**config.mk**
```make
export PLATFORM = sky130hd
export DESIGN_NAME = debug_packet_receiver
export DESIGN_NICKNAME = d
export VERILOG_FILES = /design/src/hw/rtl/dpr_pkg.sv /design/src/hw/rtl/dpr_front.sv /design/src/hw/rtl/dpr_queue.sv /design/src/hw/rtl/dpr_back.sv /design/src/hw/rtl/debug_packet_receiver.sv
export SDC_FILE = /design/constraint.sdc
export NUM_CORES = 1
export LEC_CHECK = 0
export BUFFER_PORTS_ARGS = -buffer_cell sky130_fd_sc_hd__buf_2
export CORE_MARGIN = 5
export CORE_UTILIZATION = 55
export CTS_BUF_LIST = sky130_fd_sc_hd__clkbuf_4
export DETAILED_ROUTE_END_ITERATION = 16
export GPL_TIMING_DRIVEN = 0
export PLACE_DENSITY_LB_ADDON = 0.12
export SETUP_SLACK_MARGIN = 0.1
export SYNTH_ARGS = -nofsm -noshare
export SYNTH_HDL_FRONTEND = slang
export SYNTH_SLANG_ARGS = --single-unit
```
**constraint.sdc**
```tcl
create_clock -name clock -period 4 [get_ports clock]
set_input_delay 0.6 -clock clock [delete_from_list [all_inputs] [get_ports clock]]
set_output_delay 0.6 -clock clock [all_outputs]
set_load 0.005 [all_outputs]
```
**src/hw/rtl/dpr_pkg.sv**
```systemverilog
// Shared types and constants for the debugger packet receiver.
// No dependencies; every other RTL file of the block refers to this package by scoped names.
`timescale 1ns / 1ps
`default_nettype none

package dpr_pkg;

   // Sizing of the internal counters
   localparam int LENGTH_BITS  = 12;
   localparam int IDLE_BITS    = 20;

   // Configuration register widths and indexes
   localparam int BUF_SIZE_W   = 13;
   localparam int IDLE_LIMIT_W = 20;
   localparam int CSR_INDEX_W  = 1;
   localparam int CSR_DATA_W   = 20;

   localparam logic [CSR_INDEX_W-1:0] CSR_BUFFER_SIZE = 1'b0;
   localparam logic [CSR_INDEX_W-1:0] CSR_IDLE_LIMIT  = 1'b1;

   localparam logic [BUF_SIZE_W-1:0]   BUF_SIZE_RESET   = 13'd1024;
   localparam logic [IDLE_LIMIT_W-1:0] IDLE_LIMIT_RESET = 20'd1000000;

   // Largest counter values
   localparam logic [LENGTH_BITS-1:0] LEN_MAX  = {LENGTH_BITS{1'b1}};
   localparam logic [IDLE_BITS-1:0]   IDLE_MAX = {IDLE_BITS{1'b1}};

   // Framing characters
   localparam logic [7:0] CTRL_C_CH = 8'h03;
   localparam logic [7:0] START_CH  = 8'h24;
   localparam logic [7:0] END_CH    = 8'h23;
   localparam logic [7:0] ACK_CH    = 8'h2B;
   localparam logic [7:0] NACK_CH   = 8'h2D;
   localparam logic [3:0] HEX_TEN   = 4'd10;

   // Queue between front and back
   localparam int QUEUE_DEPTH = 2;
   localparam int QUEUE_PTR_W = (QUEUE_DEPTH > 1) ? $clog2(QUEUE_DEPTH) : 1;
   localparam int QUEUE_CNT_W = $clog2(QUEUE_DEPTH + 1);

   typedef enum logic [0:0] {
      OP_BYTE = 1'b0,
      OP_IDLE = 1'b1
   } opcode_type;

   typedef enum logic [2:0] {
      EV_PAYLOAD   = 3'd0,
      EV_OK        = 3'd1,
      EV_MISMATCH  = 3'd2,
      EV_BAD_HEX   = 3'd3,
      EV_OVERFLOW  = 3'd4,
      EV_INTERRUPT = 3'd5,
      EV_TIMEOUT   = 3'd6
   } event_kind_type;

   typedef enum logic [2:0] {
      CLS_IDLE,
      CLS_CTRLC,
      CLS_START,
      CLS_END,
      CLS_OTHER
   } byte_class_type;

   typedef enum logic [1:0] {
      PH_HUNT = 2'd0,
      PH_DATA = 2'd1,
      PH_SUM  = 2'd2
   } phase_type;

   typedef struct packed {
      opcode_type  opcode;
      logic [7:0]  rx_byte;
   } req_type;

   typedef struct packed {
      event_kind_type          event_kind;
      logic [7:0]              payload_byte;
      logic [LENGTH_BITS-1:0]  payload_length;
      logic                    reply_valid;
      logic [7:0]              reply_byte;
      logic [7:0]              sum_computed;
      logic [7:0]              sum_received;
   } rsp_type;

   // One classified item as it travels from front to back
   typedef struct packed {
      byte_class_type  cls;
      logic            hex_ok;
      logic [3:0]      hex_val;
      logic [7:0]      data;
   } item_type;

   typedef struct packed {
      logic [BUF_SIZE_W-1:0]    buffer_size;
      logic [IDLE_LIMIT_W-1:0]  idle_limit;
   } cfg_type;

endpackage

`default_nettype wire

```
**src/hw/rtl/dpr_front.sv**
```systemverilog
// Front end: classifies each incoming item (idle tick, Ctrl-C, framing character,
// hex digit) for the back end. Depends on dpr_pkg.
`timescale 1ns / 1ps
`default_nettype none

module dpr_front (
   input  wire dpr_pkg::req_type   req_data,
   output dpr_pkg::item_type       item
);

   logic [7:0] ch;

   assign ch = req_data.rx_byte;

   // Byte class
   always_comb begin
      item.data = ch;
      if (req_data.opcode == dpr_pkg::OP_IDLE) begin
         item.cls = dpr_pkg::CLS_IDLE;
      end else if (ch == dpr_pkg::CTRL_C_CH) begin
         item.cls = dpr_pkg::CLS_CTRLC;
      end else if (ch == dpr_pkg::START_CH) begin
         item.cls = dpr_pkg::CLS_START;
      end else if (ch == dpr_pkg::END_CH) begin
         item.cls = dpr_pkg::CLS_END;
      end else begin
         item.cls = dpr_pkg::CLS_OTHER;
      end
   end

   // Hex digit decode, either letter case
   always_comb begin
      item.hex_ok  = 1'b1;
      item.hex_val = 4'd0;
      if (ch >= 8'h30 && ch <= 8'h39) begin
         item.hex_val = ch[3:0];
      end else if ((ch >= 8'h61 && ch <= 8'h66) || (ch >= 8'h41 && ch <= 8'h46)) begin
         item.hex_val = 4'(ch[2:0] - 3'd1) + dpr_pkg::HEX_TEN;
      end else begin
         item.hex_ok = 1'b0;
      end
   end

endmodule

`default_nettype wire

```
**src/hw/rtl/dpr_queue.sv**
```systemverilog
// Short queue of classified items between front and back end.
// Depends on dpr_pkg for the item type and depth.
`timescale 1ns / 1ps
`default_nettype none

module dpr_queue (
   input  wire                       clock,
   input  wire                       reset,
   input  wire                       push,
   input  wire dpr_pkg::item_type    push_item,
   output logic                      full,
   input  wire                       pop,
   output logic                      not_empty,
   output dpr_pkg::item_type         pop_item
);

   dpr_pkg::item_type entry_ff [dpr_pkg::QUEUE_DEPTH];

   logic [dpr_pkg::QUEUE_PTR_W-1:0] wr_ptr_ff, wr_ptr_in;
   logic [dpr_pkg::QUEUE_PTR_W-1:0] rd_ptr_ff, rd_ptr_in;
   logic [dpr_pkg::QUEUE_CNT_W-1:0] count_ff, count_in;

   localparam logic [dpr_pkg::QUEUE_PTR_W-1:0] LAST_PTR =
      dpr_pkg::QUEUE_PTR_W'(dpr_pkg::QUEUE_DEPTH - 1);
   localparam logic [dpr_pkg::QUEUE_CNT_W-1:0] FULL_COUNT =
      dpr_pkg::QUEUE_CNT_W'(dpr_pkg::QUEUE_DEPTH);

   assign full      = (count_ff == FULL_COUNT);
   assign not_empty = (count_ff != '0);
   assign pop_item  = entry_ff[rd_ptr_ff];

   // Pointer and occupancy update
   always_comb begin
      wr_ptr_in = wr_ptr_ff;
      rd_ptr_in = rd_ptr_ff;
      count_in  = count_ff;
      if (push) begin
         wr_ptr_in = (wr_ptr_ff == LAST_PTR) ? '0 : wr_ptr_ff + 1'b1;
      end
      if (pop) begin
         rd_ptr_in = (rd_ptr_ff == LAST_PTR) ? '0 : rd_ptr_ff + 1'b1;
      end
      if (push && !pop) begin
         count_in = count_ff + 1'b1;
      end else if (pop && !push) begin
         count_in = count_ff - 1'b1;
      end
   end

   always_ff @(posedge clock) begin
      if (reset) begin
         wr_ptr_ff <= '0;
         rd_ptr_ff <= '0;
         count_ff  <= '0;
      end else begin
         wr_ptr_ff <= wr_ptr_in;
         rd_ptr_ff <= rd_ptr_in;
         count_ff  <= count_in;
      end
   end

   // Storage, no reset
   always_ff @(posedge clock) begin
      if (push) begin
         entry_ff[wr_ptr_ff] <= push_item;
      end
   end

endmodule

`default_nettype wire

```
**src/hw/rtl/dpr_back.sv**
```systemverilog
// Back end: packet phase machine, payload sum, checksum check, idle timer and
// the result register. Depends on dpr_pkg.
`timescale 1ns / 1ps
`default_nettype none

module dpr_back (
   input  wire                       clock,
   input  wire                       reset,
   input  wire dpr_pkg::cfg_type     cfg,
   input  wire                       item_valid,
   input  wire dpr_pkg::item_type    item,
   output logic                      pop,
   output logic                      rsp_valid,
   input  wire                       rsp_stall,
   output dpr_pkg::rsp_type          rsp_data
);

   dpr_pkg::phase_type phase_ff, phase_in;

   logic [dpr_pkg::LENGTH_BITS-1:0] byte_count_ff, byte_count_in;
   logic [7:0]                      running_sum_ff, running_sum_in;
   logic [7:0]                      digit_acc_ff, digit_acc_in;
   logic                            digits_seen_ff, digits_seen_in;
   logic [dpr_pkg::IDLE_BITS-1:0]   idle_count_ff, idle_count_in;
   logic                            rsp_valid_ff, rsp_valid_in;
   dpr_pkg::rsp_type                rsp_data_ff, rsp_data_in;

   logic                            take;
   logic                            emit;
   logic                            hunt_clear;
   logic [7:0]                      acc_next;
   logic [dpr_pkg::BUF_SIZE_W-1:0]  buf_lim;
   logic [31:0]                     len_lim;
   logic [31:0]                     idle_lim_wide;
   logic [dpr_pkg::IDLE_BITS-1:0]   idle_lim;
   dpr_pkg::rsp_type                result;

   // Payload limit: buffer_size - 1, floored at zero and capped by the counter
   always_comb begin
      buf_lim = (cfg.buffer_size == '0) ? '0 : cfg.buffer_size - 1'b1;
      len_lim = (32'(buf_lim) > 32'(dpr_pkg::LEN_MAX)) ? 32'(dpr_pkg::LEN_MAX)
                                                       : 32'(buf_lim);
   end

   // Idle limit saturated at the counter range
   always_comb begin
      idle_lim_wide = (32'(cfg.idle_limit) > 32'(dpr_pkg::IDLE_MAX))
                      ? 32'(dpr_pkg::IDLE_MAX) : 32'(cfg.idle_limit);
      idle_lim      = idle_lim_wide[dpr_pkg::IDLE_BITS-1:0];
   end

   assign take     = !rsp_valid_ff || !rsp_stall;
   assign pop      = item_valid && take;
   assign acc_next = {digit_acc_ff[3:0], item.hex_val};

   // Next phase, counters and the result for the item at the head of the queue
   always_comb begin
      phase_in       = phase_ff;
      byte_count_in  = byte_count_ff;
      running_sum_in = running_sum_ff;
      digit_acc_in   = digit_acc_ff;
      digits_seen_in = digits_seen_ff;
      idle_count_in  = idle_count_ff;
      emit           = 1'b0;
      hunt_clear     = 1'b0;
      result         = '0;

      if (pop) begin
         if (item.cls == dpr_pkg::CLS_IDLE) begin
            if (idle_count_ff >= idle_lim) begin
               emit              = 1'b1;
               result.event_kind = dpr_pkg::EV_TIMEOUT;
               idle_count_in     = '0;
               hunt_clear        = 1'b1;
            end else begin
               idle_count_in = idle_count_ff + 1'b1;
            end
         end else begin
            idle_count_in = '0;
            if (item.cls == dpr_pkg::CLS_CTRLC) begin
               emit              = 1'b1;
               result.event_kind = dpr_pkg::EV_INTERRUPT;
               hunt_clear        = 1'b1;
            end else begin
               case (phase_ff)
                  dpr_pkg::PH_DATA: begin
                     if (item.cls == dpr_pkg::CLS_END) begin
                        phase_in       = dpr_pkg::PH_SUM;
                        digits_seen_in = 1'b0;
                        digit_acc_in   = '0;
                     end else if (32'(byte_count_ff) < len_lim) begin
                        byte_count_in       = byte_count_ff + 1'b1;
                        running_sum_in      = running_sum_ff + item.data;
                        emit                = 1'b1;
                        result.event_kind   = dpr_pkg::EV_PAYLOAD;
                        result.payload_byte = item.data;
                     end else begin
                        emit               = 1'b1;
                        result.event_kind  = dpr_pkg::EV_OVERFLOW;
                        result.reply_valid = 1'b1;
                        result.reply_byte  = dpr_pkg::NACK_CH;
                        hunt_clear         = 1'b1;
                     end
                  end
                  dpr_pkg::PH_SUM: begin
                     if (!item.hex_ok) begin
                        emit               = 1'b1;
                        result.event_kind  = dpr_pkg::EV_BAD_HEX;
                        result.reply_valid = 1'b1;
                        result.reply_byte  = dpr_pkg::NACK_CH;
                        hunt_clear         = 1'b1;
                     end else if (!digits_seen_ff) begin
                        digit_acc_in   = acc_next;
                        digits_seen_in = 1'b1;
                     end else begin
                        emit                = 1'b1;
                        result.reply_valid  = 1'b1;
                        result.sum_received = acc_next;
                        if (acc_next == running_sum_ff) begin
                           result.event_kind = dpr_pkg::EV_OK;
                           result.reply_byte = dpr_pkg::ACK_CH;
                        end else begin
                           result.event_kind = dpr_pkg::EV_MISMATCH;
                           result.reply_byte = dpr_pkg::NACK_CH;
                        end
                        hunt_clear = 1'b1;
                     end
                  end
                  default: begin
                     // hunting, and the unused phase code
                     if (item.cls == dpr_pkg::CLS_START) begin
                        phase_in       = dpr_pkg::PH_DATA;
                        byte_count_in  = '0;
                        running_sum_in = '0;
                        digit_acc_in   = '0;
                        digits_seen_in = 1'b0;
                     end else begin
                        phase_in = dpr_pkg::PH_HUNT;
                     end
                  end
               endcase
            end
         end
      end

      // Report the counts as they stand before an end event clears them
      result.payload_length = byte_count_in;
      result.sum_computed   = running_sum_in;

      if (hunt_clear) begin
         phase_in       = dpr_pkg::PH_HUNT;
         byte_count_in  = '0;
         running_sum_in = '0;
         digit_acc_in   = '0;
         digits_seen_in = 1'b0;
      end
   end

   // Result register: refilled whenever the slot is free or being taken
   always_comb begin
      rsp_valid_in = rsp_valid_ff;
      rsp_data_in  = rsp_data_ff;
      if (take) begin
         rsp_valid_in = emit;
         if (emit) begin
            rsp_data_in = result;
         end
      end
   end

   // Phase register
   always_ff @(posedge clock) begin
      if (reset) begin
         phase_ff <= dpr_pkg::PH_HUNT;
      end else begin
         phase_ff <= phase_in;
      end
   end

   // Packet and idle state
   always_ff @(posedge clock) begin
      if (reset) begin
         byte_count_ff  <= '0;
         running_sum_ff <= '0;
         digit_acc_ff   <= '0;
         digits_seen_ff <= 1'b0;
         idle_count_ff  <= '0;
         rsp_valid_ff   <= 1'b0;
      end else begin
         byte_count_ff  <= byte_count_in;
         running_sum_ff <= running_sum_in;
         digit_acc_ff   <= digit_acc_in;
         digits_seen_ff <= digits_seen_in;
         idle_count_ff  <= idle_count_in;
         rsp_valid_ff   <= rsp_valid_in;
      end
   end

   always_ff @(posedge clock) begin
      rsp_data_ff <= rsp_data_in;
   end

   assign rsp_valid = rsp_valid_ff;
   assign rsp_data  = rsp_data_ff;

endmodule

`default_nettype wire

```
**src/hw/rtl/debug_packet_receiver.sv**
```systemverilog
// Top level of the debugger packet receiver: configuration registers, front end,
// item queue and back end. Depends on dpr_pkg, dpr_front, dpr_queue and dpr_back.
`timescale 1ns / 1ps
`default_nettype none

// Deframes $payload#hh debugger packets from a stream of received bytes and
// idle ticks. Each transfer on req_ gives zero or one transfer on rsp_: one
// event per payload byte, one end event per packet (ok, checksum mismatch,
// bad hex digit, overflow) carrying the '+' or '-' reply byte, and interrupt
// (Ctrl-C) or timeout events. The block takes one item per clock while
// req_stall is low (item queue not full); each item waits in the two-entry
// item queue, and the back end registers its result before it is presented.
// The back end's output register is the only point at which rsp_stall
// holds work back. Write buffer_size (index 0) and idle_limit (index 1)
// through csr_ only while no item is in flight; writes are always taken
// (csr_ready is tied high). No clearing pass after reset.
module debug_packet_receiver (
   input  wire                                   clock,
   input  wire                                   reset,
   // item input
   input  wire                                   req_valid,
   output logic                                  req_stall,
   input  wire dpr_pkg::req_type                 req_data,
   // result output
   output logic                                  rsp_valid,
   input  wire                                   rsp_stall,
   output dpr_pkg::rsp_type                      rsp_data,
   // register writes
   input  wire                                   csr_valid,
   output logic                                  csr_ready,
   input  wire [dpr_pkg::CSR_INDEX_W-1:0]        csr_index,
   input  wire [dpr_pkg::CSR_DATA_W-1:0]         csr_wdata
);

   dpr_pkg::cfg_type   cfg_ff, cfg_in;
   dpr_pkg::item_type  front_item;
   dpr_pkg::item_type  head_item;
   logic               queue_full;
   logic               queue_not_empty;
   logic               queue_pop;
   logic               req_transfer;

   assign csr_ready    = 1'b1;
   assign req_stall    = queue_full;
   assign req_transfer = req_valid && !req_stall;

   // Configuration registers
   always_comb begin
      cfg_in = cfg_ff;
      if (csr_valid && csr_ready) begin
         case (csr_index)
            dpr_pkg::CSR_BUFFER_SIZE: cfg_in.buffer_size = csr_wdata[dpr_pkg::BUF_SIZE_W-1:0];
            dpr_pkg::CSR_IDLE_LIMIT:  cfg_in.idle_limit  = csr_wdata[dpr_pkg::IDLE_LIMIT_W-1:0];
            default: ;
         endcase
      end
   end

   always_ff @(posedge clock) begin
      if (reset) begin
         cfg_ff.buffer_size <= dpr_pkg::BUF_SIZE_RESET;
         cfg_ff.idle_limit  <= dpr_pkg::IDLE_LIMIT_RESET;
      end else begin
         cfg_ff <= cfg_in;
      end
   end

   dpr_front u_front (
      .req_data  (req_data),
      .item      (front_item)
   );

   dpr_queue u_queue (
      .clock     (clock),
      .reset     (reset),
      .push      (req_transfer),
      .push_item (front_item),
      .full      (queue_full),
      .pop       (queue_pop),
      .not_empty (queue_not_empty),
      .pop_item  (head_item)
   );

   dpr_back u_back (
      .clock      (clock),
      .reset      (reset),
      .cfg        (cfg_ff),
      .item_valid (queue_not_empty),
      .item       (head_item),
      .pop        (queue_pop),
      .rsp_valid  (rsp_valid),
      .rsp_stall  (rsp_stall),
      .rsp_data   (rsp_data)
   );

   // Reply byte goes with the packet end events only
   assert property (@(posedge clock) disable iff (reset)
      rsp_valid |-> rsp_data.reply_valid ==
         (rsp_data.event_kind == dpr_pkg::EV_OK ||
          rsp_data.event_kind == dpr_pkg::EV_MISMATCH ||
          rsp_data.event_kind == dpr_pkg::EV_BAD_HEX ||
          rsp_data.event_kind == dpr_pkg::EV_OVERFLOW))
   else $error("reply_valid does not match event kind");

   // A payload byte has always been counted
   assert property (@(posedge clock) disable iff (reset)
      (rsp_valid && rsp_data.event_kind == dpr_pkg::EV_PAYLOAD) |->
         (rsp_data.payload_length != '0))
   else $error("payload event with zero length");

   // Decoded checksum is only reported with the checksum verdict
   assert property (@(posedge clock) disable iff (reset)
      (rsp_valid && rsp_data.event_kind != dpr_pkg::EV_OK &&
       rsp_data.event_kind != dpr_pkg::EV_MISMATCH) |-> (rsp_data.sum_received == 8'h00))
   else $error("sum_received set outside a checksum verdict");

   // The queue is empty straight after reset, so input is taken
   assert property (@(posedge clock) disable iff (reset)
      $past(reset) |-> !req_stall)
   else $error("input stalled right after reset");

endmodule

`default_nettype wire

```
Yosys cells after proc, flatten, opt, wreduce, memory -nomap -nowiden
Memories as Yosys holds them, arrays and structs flattened. A register that Yosys moved wholly into a read port is not among the register bits.
Index checks and enable logic that the tools add are counted.
W data, S select, Z words.

storage, ports and cells
  register bits = 133
  output and inout port bits = 51
  logic and storage cells = 166
  bits in writable memories = 32
  memories kept = 1

memories
  memory            words  width  rd ports  clocked after memory_dff  write ports  RTL line         source
  u_queue.entry_ff  2      16     1         1                         1            dpr_queue.sv:17  dpr_pkg::item_type entry_ff [dpr_pkg::QUEUE_DEPTH];

operators by class
  bitwise gates (word level) = 9
  reductions and logical operators = 29
  add/sub/neg operators = 10
  magnitude comparators = 9
  mux-type cells = 76
  equality and inequality tests = 13

operators by type and width
  operator                 number
  $mux W12                 6
  $mux W8                  7
  $mux W20                 2
  $mux W9                  4
  $lt A12 B32 Y1           1
  $mux W3                  10
  $mux W13                 2
  $mux W1                  24
  $mux W4                  6
  $pmux W12 S2             1
  $add A20 B1 Y20 const B  1
  $ge A20 B20 Y1           1
  $pmux W9 S2              1
  $eq A8 B6 Y1 const B     2
  $ge A8 B7 Y1 const B     2
  $le A8 B7 Y1 const B     2
  $pmux W8 S2              1
  $gt A13 B12 Y1 const B   1
  $logic_not A13 Y1        1
  $sub A13 B1 Y13 const B  1
  $add A12 B1 Y12 const B  1
  $reduce_or A6 Y1         2
  $mux W11                 1
  $mux W2                  5
  33 further kinds         61

Longest topological paths before layout
  depth in word-level cells = 12
  mapped depth = 16
  depth with buffers taken out = 15

By module
From an unflattened synthesis, not the netlist that was laid out.

unflattened totals
  cell total of the unflattened synthesis = 808
  area, all modules = 8,408.1 um^2

by module, submodules not included
  module                 instances  area an instance (um^2)  seq. area each (um^2)  cells each
  dpr_back               1          5,325.1                  2,222.1                559
  debug_packet_receiver  1          1,417.6                  660.6                  135
  dpr_queue              1          1,363.8                  1,061.0                72
  dpr_front              1          301.5                    0.0                    42

Least setup slack after synthesis
Ideal clock, no wire load.

  path type = register to register
  from = register cfg_ff[20] in the netlist's numbering
  to = register u_back.rsp_data_ff, in the netlist u_back.rsp_data[10] (data pin)
  path slack = 492 ps
  arrival time = 3,249 ps
  stages on the path, launching flop included = 17
  library setup time = 259 ps
  data required time = 3,741 ps
  period minus slack after synthesis = 3,508 ps
  cells stage by stage = dfxtp_1 > inv_1 > ha_1 > nor3b_2 > nand2_1 > nor3_1 > mux2_2 > nor2_1 > ha_1 > nand4_1 > or3_1 > a221oi_2 > nor3b_1 > and2_1 > buf_2 > a22oi_1 > inv_1

RTL lines
  what                      RTL line                     source
  start: declaration        debug_packet_receiver.sv:35  dpr_pkg::cfg_type cfg_ff, cfg_in;
  start signal: assignment  debug_packet_receiver.sv:64  cfg_ff <= cfg_in;
  end signal: assignment    dpr_back.sv:200              rsp_data_ff <= rsp_data_in;
  end: declaration          dpr_back.sv:26               dpr_pkg::rsp_type rsp_data_ff, rsp_data_in;

Final worst setup path
  from = register cfg_ff[20] in the netlist's numbering
  to = register u_back.byte_count_ff[5] in the netlist's numbering

between the ends
  longest elaborated chain between the ends = 12
  elaborated cells between the ends (all ways) = 19

RTL lines
  what                                                  RTL line         source
  $sub A13 B1 Y13 or $logic_not A13 Y1 (tied branches)  dpr_back.sv:40   buf_lim = (cfg.buffer_size == '0) ? '0 : cfg.buffer_size - 1'b1;
  $mux W13 *                                            dpr_back.sv:40
  $gt A13 B12 Y1                                        dpr_back.sv:41   len_lim = (32'(buf_lim) > 32'(dpr_pkg::LEN_MAX)) ? 32'(dpr_pkg::LEN_MAX)
  $mux W13 *                                            dpr_back.sv:41
  $lt A12 B32 Y1 *                                      dpr_back.sv:91   end else if (32'(byte_count_ff) < len_lim) begin
  $mux W1                                               dpr_back.sv:91
  $mux W1                                               dpr_back.sv:87   if (item.cls == dpr_pkg::CLS_END) begin
  $pmux W1 S2                                           dpr_back.sv:85   case (phase_ff)
  $mux W1                                               dpr_back.sv:80   if (item.cls == dpr_pkg::CLS_CTRLC) begin
  $mux W1                                               dpr_back.sv:69   if (item.cls == dpr_pkg::CLS_IDLE) begin
  $mux W1                                               dpr_back.sv:68   if (pop) begin
  $reduce_or A2 Y1 (no line)                            n/a
  end signal: assignment                                dpr_back.sv:190  byte_count_ff <= byte_count_in;
  end: declaration                                      dpr_back.sv:20   logic [dpr_pkg::LENGTH_BITS-1:0] byte_count_ff, byte_count_in;

Every way passes the cells marked *; elsewhere a longest branch is shown, timed or not.
A chain may end at the register's enable or synchronous reset.

==> qor.yml <==
run:
  max_capacitance_violation_count: 0
pwr:
  power.internal_w: 0.00269
  share_comb_of_total_power_pct: 27.4
  power.static_leakage_nw: 3.74
  net-switching-power_w: 0.00142
  pwr-share-seq_pct: 48.5
  pwr-share-clk_pct: 24.0
  power_switching_share_pct: 34.5
  post-layout-total-power_w: 0.00411
  power.density_cell_area_nw_per_um2: 448
  ir_worst_vdd_uv: 298
worst_setup_path:
  critical_path.n_buffers_inverters: 2
  rr_worst_depth: 15
  critical_path.reg2reg.startpoint: "cfg_ff[20]$_SDFFE_PP0P_"
  worstSetupPathType: "reg -> reg"
  endpoint_kind: "register"
  crit_family: "simple AND/OR/NAND/NOR gates"
  cp_launch_type: "register"
  cp_data_required_time_ps: 4470
  max_stage_delay_ps: 510
  setup.reg_to_reg.worst_slack_ps: 290
  timing.critical_path.from: "cfg_ff[20]$_SDFFE_PP0P_"
  cp-endpoint: "u_back.byte_count_ff[5]$_SDFF_PP0_"
  slowest_stage: "or4_1"
  top_cell_by_count_worst_path: "a21oi_1"
  cp_num_cells: 15
  r2r-end: "u_back.byte_count_ff[5]$_SDFF_PP0_"
  timing.critical_path.arrival_ps: 4180
  cp_cell_sequence: "or4_1, buf_4, nor2_1, nand2_1, xnor2_1, a21oi_1, ha_1, nand4_1, or3_4, a221oi_4, o21ai_2, a21o_1, a22oi_4, buf_6, a21oi_1"
  path_max_fanout: 10
hold_path:
  hold_path.class: "in -> reg"
synth:
  number_of_warnings_issued_by_yosys: 0
  synth_area_per_cell_um2: 9.70
  postSynth.asyncResetShare_pct: 0
  ff_latch_count_synth: 160
  post_synth_instance_area_um2: 8020
  dominantRegCellSynth: "dfxtp_1"
  synth.distinct_cells: 64
  synth_seq_area_share_pct: 49.2
  synth-edff-count: 74
  syn_inst: 827
timing:
  setup_total_negative_slack_ps: 0
  setup_viol: 0
  layout_min_cycle_time_ps: 3710
  finalMaxSlewViolations: 0
  max_freq_ghz: 0.269
  fin_clk_skew_ps: 19.0
  worst_slack_ps: 289
  timing_worst_slew_pin_value_ps: 1080
  timing.final.hold_violations: 0
  timing.max_slew.rel_slack_pct: 27.1
  layout_worst_path_cycle_share_pct: 92.8
  grt_setup_unrepaired: "true"
final_layout:
  layout-drive-gt1-share_pct: 18.9
  most_common_cell_after_layout_fill_and_taps_aside: "nand2_1"
  area_of_the_multi_input_gates_um2: 3850
  top_library_cells_by_usage_in_the_layout_fill_and_taps_aside: "nand2_1 (109), dfxtp_1 (84), buf_2 (82), a21oi_1 (81)"
  n_fill_cell: 1203
  flow.area_growth_from_synthesis_pct: 14.2
  layout.area.seq_um2: 3950
  fin_nets: 1022
floorplanning:
  core.rowCount: 44
  die-height_um: 131
  floorplan.core_area_um2: 14400
  pin_count: 86
  fp.dieW_um: 131
  starting_density_of_the_core_pct: 55.6
  floorplan.die_area_um2: 17100
global_routing:
  global_route_wire_length_before_repair_mm: 28.4
  antenna_violations_before_repair: 1
  grt.total_usage_pct: 20.9
  grt_start_max_net_pins: 43
  first_global_vias: 6019
  globalRoute.totalOverflow: 0
route:
  totalWireLength_mm: 17.4
  detail_route.first_pass.iterations: 5
  wire_per_inst_um: 15.3
  detail_route.drc_violations: 0
  final_antenna_net_count: 0
  drt_first_iter_violations: 422
  vias_per_cell: 5.47
  via_count: 6214
placement:
  pre_cts_ws_ps: -201
  placement.io_buffers: 80
  place.gp.congestion: 0.910
  dpl.hpwl_mm: 13.3
cts:
  cts.clk_slew.worst_paths_ps: 150
  htree_levels: 4
  clock_sink_count: 160
  cts-buffers-inserted: 17
  worst_skew_pair.late_latency_ps: 590
  cell_at_the_root_of_the_clock_tree: "clkbuf_4"
  cts-root-to-sink-buffers: 2
  tritoncts_clock_tree: "yes"
outcome:
  run_status: "finished, final reports clean"
## power by group through the flow
stage	Combinational, W	Clock (W)	Sequential [W]
5_1_grt	0.00124	0.00108	0.00201
6_report	0.00113	0.000988	0.00199
2_1_floorplan	0.000749	0	0.00202
4_1_cts	0.00109	0.00101	0.00199
3_3_place_gp	0.00104	0	0.00202
3_5_place_dp	0.00108	0	0.00203
## sequential cells by signal, indices dropped and copies added, names as in the netlist, 2 cells and up, named ones only
register               count
cfg_ff                    33
u_back.byte_count_ff      12
u_back.digit_acc_ff        4
u_back.idle_count_ff      20
u_back.phase_ff            2
u_back.rsp_data           42
u_back.running_sum_ff      8
u_queue.count_ff           2
u_queue.entry_ff          32
## how the worst min path moves through the flow
stage,slack (ps),startpoint,depth (start not counted),to
6_report,220,req_data[4],1,u_queue.entry_ff[0][4]$_DFFE_PP_
5_1_grt,180,req_data[4],1,u_queue.entry_ff[0][4]$_DFFE_PP_
4_1_cts,190,req_data[4],1,u_queue.entry_ff[0][4]$_DFFE_PP_
3_5_place_dp,450,cfg_ff[12]$_SDFFE_PP0P_,2,cfg_ff[12]$_SDFFE_PP0P_
3_3_place_gp,450,cfg_ff[2]$_SDFFE_PP0P_,2,cfg_ff[2]$_SDFFE_PP0P_
2_1_floorplan,440,cfg_ff[10]$_SDFFE_PP0P_,2,cfg_ff[10]$_SDFFE_PP0P_
## layout make-up
| type | count | share of cell area [%] |
|---|---|---|
| Sequential cell | 160 | 43.1 |
| Multi-Input combinational cell | 586 | 42.0 |
| Timing Repair Buffer | 89 | 5.15 |
| Tap cell | 184 | 2.51 |
| Inverter | 50 | 2.08 |
| Buffer | 33 | 1.98 |
| Clock inverter | 15 | 1.78 |
| Clock buffer | 17 | 1.39 |
| Antenna cell | 1 | 0.0273 |
## cells in the mapped netlist, types with 2 or more instances
| cell | n | area, µm² |
|---|---|---|
| xor2_1 | 29 | 254 |
| nand2b_1 | 11 | 68.8 |
| xnor2_1 | 13 | 114 |
| or4_1 | 5 | 37.5 |
| a31oi_1 | 8 | 50.1 |
| dfxtp_1 | 86 | 1720 |
| nor3_1 | 18 | 90.1 |
| buf_2 | 3 | 15.0 |
| a22oi_1 | 9 | 67.6 |
| nand2_1 | 109 | 409 |
| nand4b_1 | 3 | 26.3 |
| buf_6 | 2 | 22.5 |
| edfxtp_1 | 74 | 2220 |
| and2_1 | 9 | 56.3 |
| nor2_1 | 75 | 282 |
| nor3b_1 | 4 | 30.0 |
| conb_1 | 2 | 7.51 |
| and4_1 | 2 | 17.5 |
| nand3_1 | 15 | 75.1 |
| buf_4 | 7 | 52.6 |
| and3_1 | 5 | 31.3 |
| a211oi_1 | 5 | 37.5 |
| nor3b_2 | 2 | 25.0 |
| o31ai_1 | 6 | 45.0 |
| ha_1 | 49 | 613 |
| nand4_1 | 12 | 75.1 |
| mux2i_1 | 9 | 90.1 |
| o21ai_0 | 25 | 125 |
| o211ai_1 | 10 | 75.1 |
| a21o_1 | 2 | 15.0 |
| a21oi_1 | 81 | 405 |
| nand3b_1 | 5 | 37.5 |
| or3_1 | 7 | 43.8 |
| inv_1 | 48 | 180 |
| o21bai_1 | 5 | 37.5 |
| clkbuf_1 | 20 | 75.1 |
| a22o_1 | 2 | 17.5 |
| nor4b_1 | 2 | 17.5 |
| nor4_1 | 7 | 43.8 |
| mux2_2 | 8 | 90.1 |
| nor2b_1 | 10 | 62.6 |
## cells by family (layout without fill, tap and decap cells)
group	Yosys count	in the layout	synth area share, %
muxes	17	17	2.25
DFF	160	160	49.2
and+or+nand+nor	307	307	18.8
other	2	5	0.0936
xor gates and xnor gates	42	42	4.59
adders and majority gates	50	50	7.89
buffers and inverters	83	204	4.49
AOI/OAI and AO/OA	166	166	12.7
## through the flow
step / hold slack (ps) / cell area, µm² / utilization (%) / instances
finish: 221 / 9160 / 63.5 / 1135
global route: 181 / 9160 / 63.5 / 1135
CTS: 188 / 9000 / 62.4 / 1128
detailed placement: 452 / 8660 / 60.0 / 1093
global placement: 449 / 8660 / 60.0 / 1093
floorplan: 436 / 8030 / - / 829
## what timing repair did
| item | in CTS | in global routing |
|---|---|---|
| endpoints found under the setup margin | 52 | 55 |
| resized for setup | 6 | 29 |
| hold buffers | 0 | 0 |
| setup buffers | 3 | 6 |
| pin swaps | 0 | 6 |
## layer usage
layer	vias up	global-route usage, %	part of all wire (%)	wire length, µm
met5	-	0	0	0
met4	0	7.62	1.9	322
met3	29	3.82	4.3	755
met2	138	36.3	50	8700
met1	2902	26.2	44	7610
li1	3145	-	-	-
Power figures use the tool's default switching activity.
